File: config.mk
export PLATFORM = sky130hd
export DESIGN_NAME = nds_ctrl
export DESIGN_NICKNAME = d
export VERILOG_FILES = /design/src/rtl/nds_pkg.sv /design/src/rtl/nds_ctrl.sv
export SDC_FILE = /design/constraint.sdc
export NUM_CORES = 1
export LEC_CHECK = 0
export BUFFER_PORTS_ARGS = -buffer_cell sky130_fd_sc_hd__buf_2
export CORE_AREA = 2 2 39 41
export DETAILED_ROUTE_END_ITERATION = 6
export DIE_AREA = 0 0 41 43
export GPL_TIMING_DRIVEN = 0
export PLACE_DENSITY = 0.5
export SYNTH_ARGS = -nofsm -noshare
export SYNTH_HDL_FRONTEND = slang
export SYNTH_SLANG_ARGS = --single-unit
export TNS_END_PERCENT = 20
File: constraint.sdc
create_clock -name aclk -period 2.02 [get_ports aclk]
set_clock_uncertainty 0.2 [all_clocks]
set_input_delay 0 -clock aclk [delete_from_list [all_inputs] [get_ports aclk]]
set_output_delay 0 -clock aclk [all_outputs]
set_load 0.005 [all_outputs]
File: src/rtl/nds_pkg.sv
package nds_pkg;

    localparam int unsigned S_TDATA_W = 56;
    localparam int unsigned M_TDATA_W = 40;
    localparam int unsigned IN_DATA_W = 32;
    localparam int unsigned OUT_DATA_W = 32;
    localparam int unsigned IDX_W = 4;
    localparam int unsigned EXT_W = 4;
    localparam int unsigned DIMS_W = 3;
    localparam int unsigned NUM_EXT = 4;
    localparam int unsigned ACC_W = 16;
    localparam int unsigned CFG_IDX_W = 3;
    localparam int unsigned CFG_DATA_W = 4;

    typedef enum logic [1:0] {
        CMD_READ  = 2'd0,
        CMD_WRITE = 2'd1,
        CMD_FILL  = 2'd2,
        CMD_NOP   = 2'd3
    } cmd_t;

    typedef enum logic [1:0] {
        ST_OK    = 2'd0,
        ST_COUNT = 2'd1,
        ST_RANGE = 2'd2,
        ST_RSVD  = 2'd3
    } status_t;

    localparam logic [CFG_IDX_W-1:0] CFG_NUM_DIMS = 3'd0;
    localparam logic [CFG_IDX_W-1:0] CFG_EXTENT_0 = 3'd1;
    localparam logic [CFG_IDX_W-1:0] CFG_EXTENT_1 = 3'd2;
    localparam logic [CFG_IDX_W-1:0] CFG_EXTENT_2 = 3'd3;
    localparam logic [CFG_IDX_W-1:0] CFG_EXTENT_3 = 3'd4;

    typedef struct packed {
        logic start;
        logic calc;
        logic decide;
        logic fill_step;
        logic out_load;
    } ctrl_cmd_t;

    typedef struct packed {
        logic last_step;
        logic is_fill;
        logic fill_done;
        logic out_free;
    } dp_stat_t;

endpackage

File: src/rtl/nds_ctrl.sv
module nds_ctrl (
    input  logic               aclk,
    input  logic               aresetn,
    input  logic               s_axis_tvalid,
    output logic               s_axis_tready,
    input  nds_pkg::dp_stat_t  stat,
    output nds_pkg::ctrl_cmd_t cmd
);
    import nds_pkg::*;

    typedef enum logic [2:0] {
        S_IDLE,
        S_CALC,
        S_DECIDE,
        S_FILL,
        S_FINISH
    } state_t;

    state_t state_reg, state_next;
    logic   s_tready_reg, s_tready_next;

    always_comb begin
        cmd.start     = s_axis_tvalid && s_tready_reg;
        cmd.calc      = (state_reg == S_CALC);
        cmd.decide    = (state_reg == S_DECIDE);
        cmd.fill_step = (state_reg == S_FILL) && !stat.fill_done;
        cmd.out_load  = (state_reg == S_FINISH) && stat.out_free;
    end

    always_comb begin
        state_next    = state_reg;
        s_tready_next = s_tready_reg;
        case (state_reg)
            S_IDLE: begin
                if (cmd.start) begin
                    state_next    = S_CALC;
                    s_tready_next = 1'b0;
                end
            end
            S_CALC: begin
                if (stat.last_step) begin
                    state_next = S_DECIDE;
                end
            end
            S_DECIDE: begin
                state_next = stat.is_fill ? S_FILL : S_FINISH;
            end
            S_FILL: begin
                if (stat.fill_done) begin
                    state_next = S_FINISH;
                end
            end
            S_FINISH: begin
                if (stat.out_free) begin
                    state_next    = S_IDLE;
                    s_tready_next = 1'b1;
                end
            end
            default: begin
                state_next    = S_IDLE;
                s_tready_next = 1'b1;
            end
        endcase
    end

    always_ff @(posedge aclk) begin
        if (!aresetn) begin
            state_reg    <= S_IDLE;
            s_tready_reg <= 1'b1;
        end else begin
            state_reg    <= state_next;
            s_tready_reg <= s_tready_next;
        end
    end

    assign s_axis_tready = s_tready_reg;

endmodule

==> summary.txt, run 1 <==
Critical path
  – CP Launch Type: flip-flop
  – CP Data Required Time: 1.99 ns
  – Max FO, Critical Path: 4
  – CP endpoint kind: flip-flop
  – R2R Path Start: state_reg[1]
  – Crit path kind: reg2reg
  – Slowest stage delay, CP: 0.57 ns
  – Worst EP arrival: 1.76 ns
  – Worst Setup SP: state_reg[1]
  – Worst path cell trace: mux2_2 -> a221oi_1 -> dlygate4sd3_1
  – CP max stage cell: dlygate4sd3_1

Detailed routing
  – DRT Pass-1 Iters: 4
  – Post-Route WL: 713 µm
  – Initial DRC Count: 6
  – Routed Antenna Nets: 0
  – Drt wl/cell: 10.8 µm
  – Vias per cell: 4.73
  – # DRC: 0
  – Vias: 312

Synthesis
  – Top_reg_cell synth: dfxtp_1
  – Number of enable flip-flop cells after synthesis: 0
  – #FFs+latches synth: 4
  – Async SR Flop Fraction: 0%
  – Yosys cell types: 20
  – Top-count cell post-synth: dfxtp_1
  – Top post-synthesis cells by area: dfxtp_1, nor4b_1, nor3b_1
  – Largest area contributor in the netlist: dfxtp_1
  – Syn Std Cell Area: 268 µm²
  – Syn_nets: 36
  – Most common library cells after synthesis: dfxtp_1, nand2b_1, nor3b_1, nor4b_1
  – Area fraction of the dominant cell type after synthesis: 29.9%
  – Mapped Cells: 29
  – Yosys warns: 0
  – Sequential fraction of the synthesis area: 29.9%
  – Syn_area_per_cell: 9.23 µm²

Die
  – Core box area: 1380 µm²
  – Rows: 14
  – Initial Util: 19.3%
  – Die area: 1760 µm²
  – # IOs: 13
  – Die Y: 43 µm
  – Die X: 41 µm

Finish
  – Area Growth Syn to Fin: 60.7%
  – Final nets: 59
  – Final std cells w/o fill: 66
  – Largest register FFs: 3
  – FF/Latch Area: 80.1 µm²
  – Multi-input logic area: 164 µm²
  – Fillers: 151
  – # diodes: 0
  – Layout cells sized above 1: 38.0%

Placement
  – PortBufs: 12
  – Placed Cells: 57
  – Place WS: 0.748 ns
  – Gpl congestion: 0.681
  – Hpwl dp: 470 µm

Global route
  – Largest net degree at the start of global routing: 11
  – Global-route wire length before repair: 1.19 mm
  – Total gr overflow: 0
  – Gr usage total: 10.0%
  – Initial antenna violation count: 0
  – Number of global-route vias before repair: 285

STA
  – # setup viols final: 0
  – Setup_tns: 0 ns
  – Max-slew violation count: 0
  – Max-slew headroom: 81.1%
  – Slew @ Worst Pin: 0.279 ns
  – WHS: 0.0110 ns
  – Final hold violation count: 0
  – Fin worst setup slack: 0.232 ns
  – Max Clock Freq: 559 MHz
  – Final cycle utilization of the critical path: 88.5%
  – RSZ-0062 raised after global routing: no
  – Post-layout min period: 1.79 ns

Min path
  – Worst Hold Launch: stat[0]
  – Worst Hold Class: in2reg

Clock network
  – CTS max path bufs: 2
  – Clock Latency Late Sink: 0.24 ns
  – TritonCTS Sinks: 4
  – CTS resizes: 0
  – H-tree levels: 1
  – CTS buffer count: 3
  – Root Driver: clkbuf_4
  – CTS tree: done
  – # Post-CTS Setup Buffers: 0
  – CTS clk-pin slew, worst paths: 0.04 ns

Run status
  – Status: finished clean

Run
  – Max Cap Violations: 0

Power
  – Pleak: 0.188 nW
  – Worst VDD drop: 0.000329 V
  – PwrDens: 715 nW/µm²
[power by group]
part | switching, mW | internal, mW | total (mW)
Sequential | 0.0109 | 0.0907 | 0.102
Combinational | 0.0435 | 0.0609 | 0.104
Clock | 0.0351 | 0.0666 | 0.102
Total | 0.0895 | 0.218 | 0.308
[worst paths after layout]
kind	cells past startpoint	slack, ns	endpoint
worst max-delay path	3	0.23	state_reg[0]
worst min-delay path	3	0.01	state_reg[2]
worst max register to register	3	0.23	state_reg[0]
worst min register to register	2	0.53	state_reg[2]
[repair_timing]
item | in CTS | in global routing
setup endpoints to repair | 0 | 0
endpoints found under the hold margin | 4 | 0
hold buffers | 6 | 0
[worst max-delay path: cells and delay by family, from the launching register on]
kind,cells,cell delay (ns)
compound gates,1,0.22
flops,1,0.38
buf+inv,1,0.57
mux,1,0.35
[layout by cell type, fill, tap and decap left out]
cell type / n
dlygate4sd3_1: 6
and4b_1: 1
nor4b_1: 3
clkbuf_4: 3
buf_4: 1
buf_6: 1
mux2_2: 1
nand4bb_1: 1
o31ai_1: 1
dfxtp_1: 4
a21oi_1: 1
and2_1: 1
buf_2: 13
a311oi_1: 1
nand2b_1: 3
nand2_1: 1
nor4_1: 1
nor3b_1: 3
o31a_1: 1
nor2_1: 1
nor3_1: 1
a221oi_1: 1
[area by class of cell]
cell class	count	share of cell area, %
clock buffers	3	5.23
well taps	16	4.65
flip-flops and latches	4	18.6
plain buffers	3	5.52
repair buffers	18	27.9
multi-input cells	22	38.1
[kinds of logic after synthesis]
kind of cell | share of synthesized area (%)
AOI/OAI and AO/OA | 14.5
muxes | 4.21
and+or+nand+nor | 42.5
buffers and inverters | 8.88
DFF | 29.9
[through the flow]
step	util [%]	instance area [µm²]	power (mW)
5_1_grt	31.1	430	0.332
6_report	31.1	430	0.308
2_1_floorplan	-	268	0.158
3_5_place_dp	25.1	348	0.188
3_3_place_gp	25.1	348	0.191
4_1_cts	31.1	430	0.313
[metal layers]
metal,wire [µm],vias up,part of all wire (%),global-route usage [%]
met5,0,-,0,0
met2,367,13,51,14.7
met3,50,0,7.0,3.14
li1,-,154,-,-
met4,0,0,0,6.00
met1,295,145,41,12.2
(Power assumes the default switching activity.)
==> inputs of run 2 (changes only) <==
- ABC_AREA: unset -> 1
- CTS_CLUSTER_SIZE: unset -> 12
- PLACE_DENSITY: 0.5 -> 0.51
==> summary.txt, run 2 <==
Placement
  – Hpwl dp: 516 µm
  – Placed Cells: 75
  – Place WS: 0.643 ns
  – PortBufs: 12
  – Placed Area: 362 µm²
  – Gpl congestion: 0.613

Run status
  – Status: finished clean

Synthesis
  – Syn_nets: 54
  – Top_reg_cell synth: dfxtp_1
  – Syn_area_per_cell: 5.99 µm²
  – Async SR Flop Fraction: 0%
  – Most common library cells after synthesis: nor2_1, nand2_1, inv_1, nand3_1, dfxtp_1
  – Mapped Cells: 47
  – Syn Std Cell Area: 282 µm²
  – Yosys warns: 0
  – Largest area contributor in the netlist: dfxtp_1
  – #FFs+latches synth: 4
  – Number of enable flip-flop cells after synthesis: 0
  – Area fraction of the dominant cell type after synthesis: 28.4%
  – Yosys cell types: 14
  – Top post-synthesis cells by area: dfxtp_1, nor2_1, nand2_1
  – Sequential fraction of the synthesis area: 28.4%
  – Top-count cell post-synth: nor2_1

Global route
  – Global-route wire length before repair: 1.01 mm
  – Initial antenna violation count: 0
  – Largest net degree at the start of global routing: 8
  – Number of global-route vias before repair: 284
  – Gr usage total: 8.63%
  – Total gr overflow: 0

Finish
  – Fin area: 424 µm²
  – Final std cells w/o fill: 82
  – Most frequent cells in the layout: buf_2, nor2_1, nand2_1, inv_1, nand3_1
  – Area Growth Syn to Fin: 50.7%
  – Largest register FFs: 3
  – Commonest non-fill, non-tap cell in the layout: buf_2
  – Final nets: 75
  – # diodes: 0
  – Layout cells sized above 1: 33.3%
  – Finished Core Util: 30.7%

Power
  – Power, Total: 0.561 mW
  – PwrDens: 1320 nW/µm²
  – Pleak: 0.227 nW
  – Worst VDD drop: 0.000409 V

Clock network
  – CTS clk-pin slew, worst paths: 0.03 ns
  – TritonCTS Sinks: 4
  – Root Driver: clkbuf_4
  – CTS max path bufs: 2
  – CTS buffer count: 3
  – # Post-CTS Setup Buffers: 0
  – H-tree levels: 1
  – Clock Latency Late Sink: 0.23 ns
  – CTS resizes: 0
  – # hold bufs at CTS: 4
  – CTS tree: done

STA
  – Max Clock Freq: 579 MHz
  – # setup viols final: 0
  – RSZ-0062 raised after global routing: no
  – Setup_tns: 0 ns
  – Slew @ Worst Pin: 0.253 ns
  – Max-slew violation count: 0
  – WHS: 0.0448 ns
  – Final hold violation count: 0
  – Final cycle utilization of the critical path: 85.5%
  – Post-layout min period: 1.73 ns
  – Max-slew headroom: 83.1%
  – Fin worst setup slack: 0.292 ns

Detailed routing
  – Vias per cell: 4.06
  – Initial DRC Count: 5
  – DRT Pass-1 Iters: 4
  – Routed Antenna Nets: 0
  – # DRC: 0
  – Drt wl/cell: 8.07 µm
  – Vias: 333
  – Post-Route WL: 662 µm

Critical path
  – Max FO, Critical Path: 7
  – Crit path kind: reg2reg
  – Worst EP arrival: 1.64 ns
  – Crit path buf inv count: 1
  – CP Data Required Time: 1.93 ns
  – CP max stage cell: dlygate4sd3_1
  – CP endpoint kind: flip-flop
  – Slowest stage delay, CP: 0.55 ns
  – CP top delay family: buffers and inverters
  – CP Launch Type: flip-flop
  – Worst path cell trace: nor2_2 -> nand3_1 -> a21oi_1 -> o21ai_0 -> dlygate4sd3_1

Die
  – # IOs: 13
  – Initial Util: 20.3%
  – Core box area: 1380 µm²
  – Die X: 41 µm
  – Rows: 14
  – Die Y: 43 µm
  – Die area: 1760 µm²

Min path
  – Worst Hold Class: in2reg

Run
  – Max Cap Violations: 0
==> run 2: cell count changes in the layout (fill, tap and decap cells not counted), moves of 2 or more <==
cell / previous run / this run
nand2b_1: 3 / 0
nand2_1: 1 / 9
inv_2: 0 / 2
dlygate4sd3_1: 6 / 4
nor3b_1: 3 / 0
nand3_1: 0 / 5
nor2_1: 1 / 10
a21oi_1: 1 / 3
nor4b_1: 3 / 0
inv_1: 0 / 6
==> run 2: cell families (layout without fill, tap and decap cells) <==
family / Yosys count / after routing / synth area share, %
AND/OR/NAND/NOR: 30 / 30 / 50.7
buffers and inverters: 8 / 27 / 10.7
flip-flops: 4 / 4 / 28.4
AO/OA/AOI/OAI: 5 / 5 / 10.2
==> run 2: per-layer routing <==
| layer | track usage (%) | share of wire [%] | vias up | routed length, µm |
|---|---|---|---|---|
| met5 | 0 | 0 | - | 0 |
| met3 | 1.57 | 6.6 | 0 | 44 |
| met4 | 8.00 | 0 | 0 | 0 |
| li1 | - | - | 189 | - |
| met2 | 14.1 | 48 | 8 | 319 |
| met1 | 8.36 | 45 | 136 | 298 |
==> run 2: path summary, 6_finish.rpt <==
path	endpoint	depth (start not counted)	from	slack, ns
worst max-delay path	s_axis_tready	5	state_reg[0]	0.29
worst min-delay path	state_reg[0]	6	stat[1]	0.04
worst max register to register	s_axis_tready	5	state_reg[0]	0.29
worst min register to register	state_reg[2]	2	state_reg[2]	0.37
==> run 2: layout make-up <==
cell class              count  area (µm²)
multi-input cells          35         171
clock buffers               3        22.5
well taps                  16        20.0
inverters                   8        30.0
fillers                   162         960
flip-flops and latches      4        80.1
repair buffers             16         100
==> run 2: power by group <==
part / internal [mW] / switching [mW]
clock network: 0.0662 / 0.0293
logic: 0.132 / 0.169
registers: 0.113 / 0.0517
==> run 2: worst register-to-register path: cells and delay by family (launching register included) <==
kind	cells	cell delay [ns]
compound gates	2	0.22
flops	1	0.37
buf+inv	1	0.55
simple gates	2	0.26
==> inputs of run 3 (changes only) <==
- RECOVER_POWER: unset -> 100
==> summary.txt, run 3 (synthesis gave the netlist of run 2 again) <==
Critical path
  – Path depth of the worst reg2reg path: 5
  – Worst EP arrival: 1.67 ns
  – R2R Path Start: state_reg[0]
  – CP Capture Point: s_axis_tready
  – R2R Path End: s_axis_tready
  – Max FO, Critical Path: 7
  – CP Data Required Time: 1.93 ns
  – Worst Setup SP: state_reg[0]
  – CP endpoint kind: flip-flop
  – CP Launch Type: flip-flop
  – R2R setup slack: 0.26 ns
  – Crit path kind: reg2reg

Finish
  – Largest register FFs: 3
  – # diodes: 0
  – Final std cells w/o fill: 82
  – Commonest non-fill, non-tap cell in the layout: nor2_1
  – Layout cells sized above 1: 24.2%
  – Most frequent cells in the layout: nor2_1, nand2_1, buf_2, inv_1, nand3_1
  – Final nets: 75
  – Area Growth Syn to Fin: 46.7%

STA
  – Max Clock Freq: 568 MHz
  – RSZ-0062 raised after global routing: no
  – Setup_tns: 0 ns
  – Final hold violation count: 0
  – # setup viols final: 0
  – Slew @ Worst Pin: 0.237 ns
  – Max-slew violation count: 0
  – Final cycle utilization of the critical path: 87.2%
  – Post-layout min period: 1.76 ns
  – Max-slew headroom: 84.0%
  – Fin worst setup slack: 0.259 ns

Clock network
  – TritonCTS Sinks: 4
  – H-tree levels: 1
  – CTS max path bufs: 2
  – CTS clk-pin slew, worst paths: 0.03 ns
  – CTS tree: done
  – # Post-CTS Setup Buffers: 0
  – Clock Latency Late Sink: 0.23 ns
  – CTS buffer count: 3
  – Root Driver: clkbuf_4

Detailed routing
  – Routed Antenna Nets: 0
  – Vias per cell: 4.00
  – Vias: 328
  – Post-Route WL: 666 µm
  – # DRC: 0
  – DRT Pass-1 Iters: 4
  – Initial DRC Count: 5
  – Drt wl/cell: 8.12 µm

Die
  – Core box area: 1380 µm²
  – Initial Util: 20.3%
  – Die X: 41 µm
  – Die area: 1760 µm²
  – Rows: 14
  – # IOs: 13
  – Die Y: 43 µm

Global route
  – Initial antenna violation count: 0
  – GR Util met3: 1.57%
  – Gr usage total: 8.63%
  – Met1 Usage GRT: 8.36%
  – Number of global-route vias before repair: 284
  – Met2 GRT Util: 14.1%
  – Largest net degree at the start of global routing: 8
  – Total gr overflow: 0
  – Gr busiest metal: met2
  – Global-route wire length before repair: 1.01 mm

Placement
  – Gpl congestion: 0.613
  – Placed Cells: 75
  – Hpwl dp: 516 µm
  – PortBufs: 12
  – Place WS: 0.643 ns

Run status
  – Status: finished clean

Min path
  – Worst Hold Launch: stat[1]
  – Worst Hold Class: in2reg

Run
  – Max Cap Violations: 0

Power
  – Power, Total: 0.548 mW
  – Worst VDD drop: 0.000432 V
  – PwrDens: 1330 nW/µm²
  – Pleak: 0.212 nW
[run 3: per-layer routing]
layer | wire [µm] | part of all wire [%]
met5 | 0 | 0
met2 | 308 | 46
met3 | 46 | 6.9
met1 | 311 | 47
met4 | 0 | 0
[run 3: layout make-up]
class                           instances  area, µm²
Multi-Input combinational cell         35        164
Tap cell                               16       20.0
Clock buffer                            3       22.5
Fill cell                             166        971
Sequential cell                         4       80.1
Inverter                                8       30.0
Timing Repair Buffer                   16       96.3
[run 3: how the worst min path moves through the flow]
stage                         end  slack [ns]  cells past startpoint
floorplan                  cmd[1]       -0.17                      1
global placement    s_axis_tready        0.03                      2
detailed placement  s_axis_tready        0.03                      2
CTS                  state_reg[0]        0.04                      6
global route         state_reg[0]        0.09                      6
finish               state_reg[0]        0.03                      6
[run 3: power breakdown]
part	internal [mW]	switching (mW)
Sequential	0.113	0.0462
Combinational	0.124	0.169
Clock	0.0662	0.0293
[run 3: what timing repair did]
| item | in CTS | in global routing |
|---|---|---|
| hold buffers | 4 | 0 |
| resized for setup | 0 | 0 |
| hold endpoints to repair | 4 | 0 |
[run 3: stage by stage]
| step | cell area, µm² | hold slack [ns] | utilization, % |
|---|---|---|---|
| after floorplan | 282 | -0.171 | - |
| after detailed placement | 362 | 0.0345 | 26.1 |
| after global placement | 362 | 0.0330 | 26.1 |
| after CTS | 424 | 0.0416 | 30.7 |
| final | 413 | 0.0335 | 29.8 |
| after global routing | 413 | 0.0856 | 29.8 |
[run 3: worst max-delay path, stage by stage, from the launching register on]
cell and delay [ns]:
dfxtp_1 0.36, nor2_1 0.19, nand3_1 0.12, a21oi_1 0.13
o21ai_0 0.09, dlygate4sd3_1 0.55
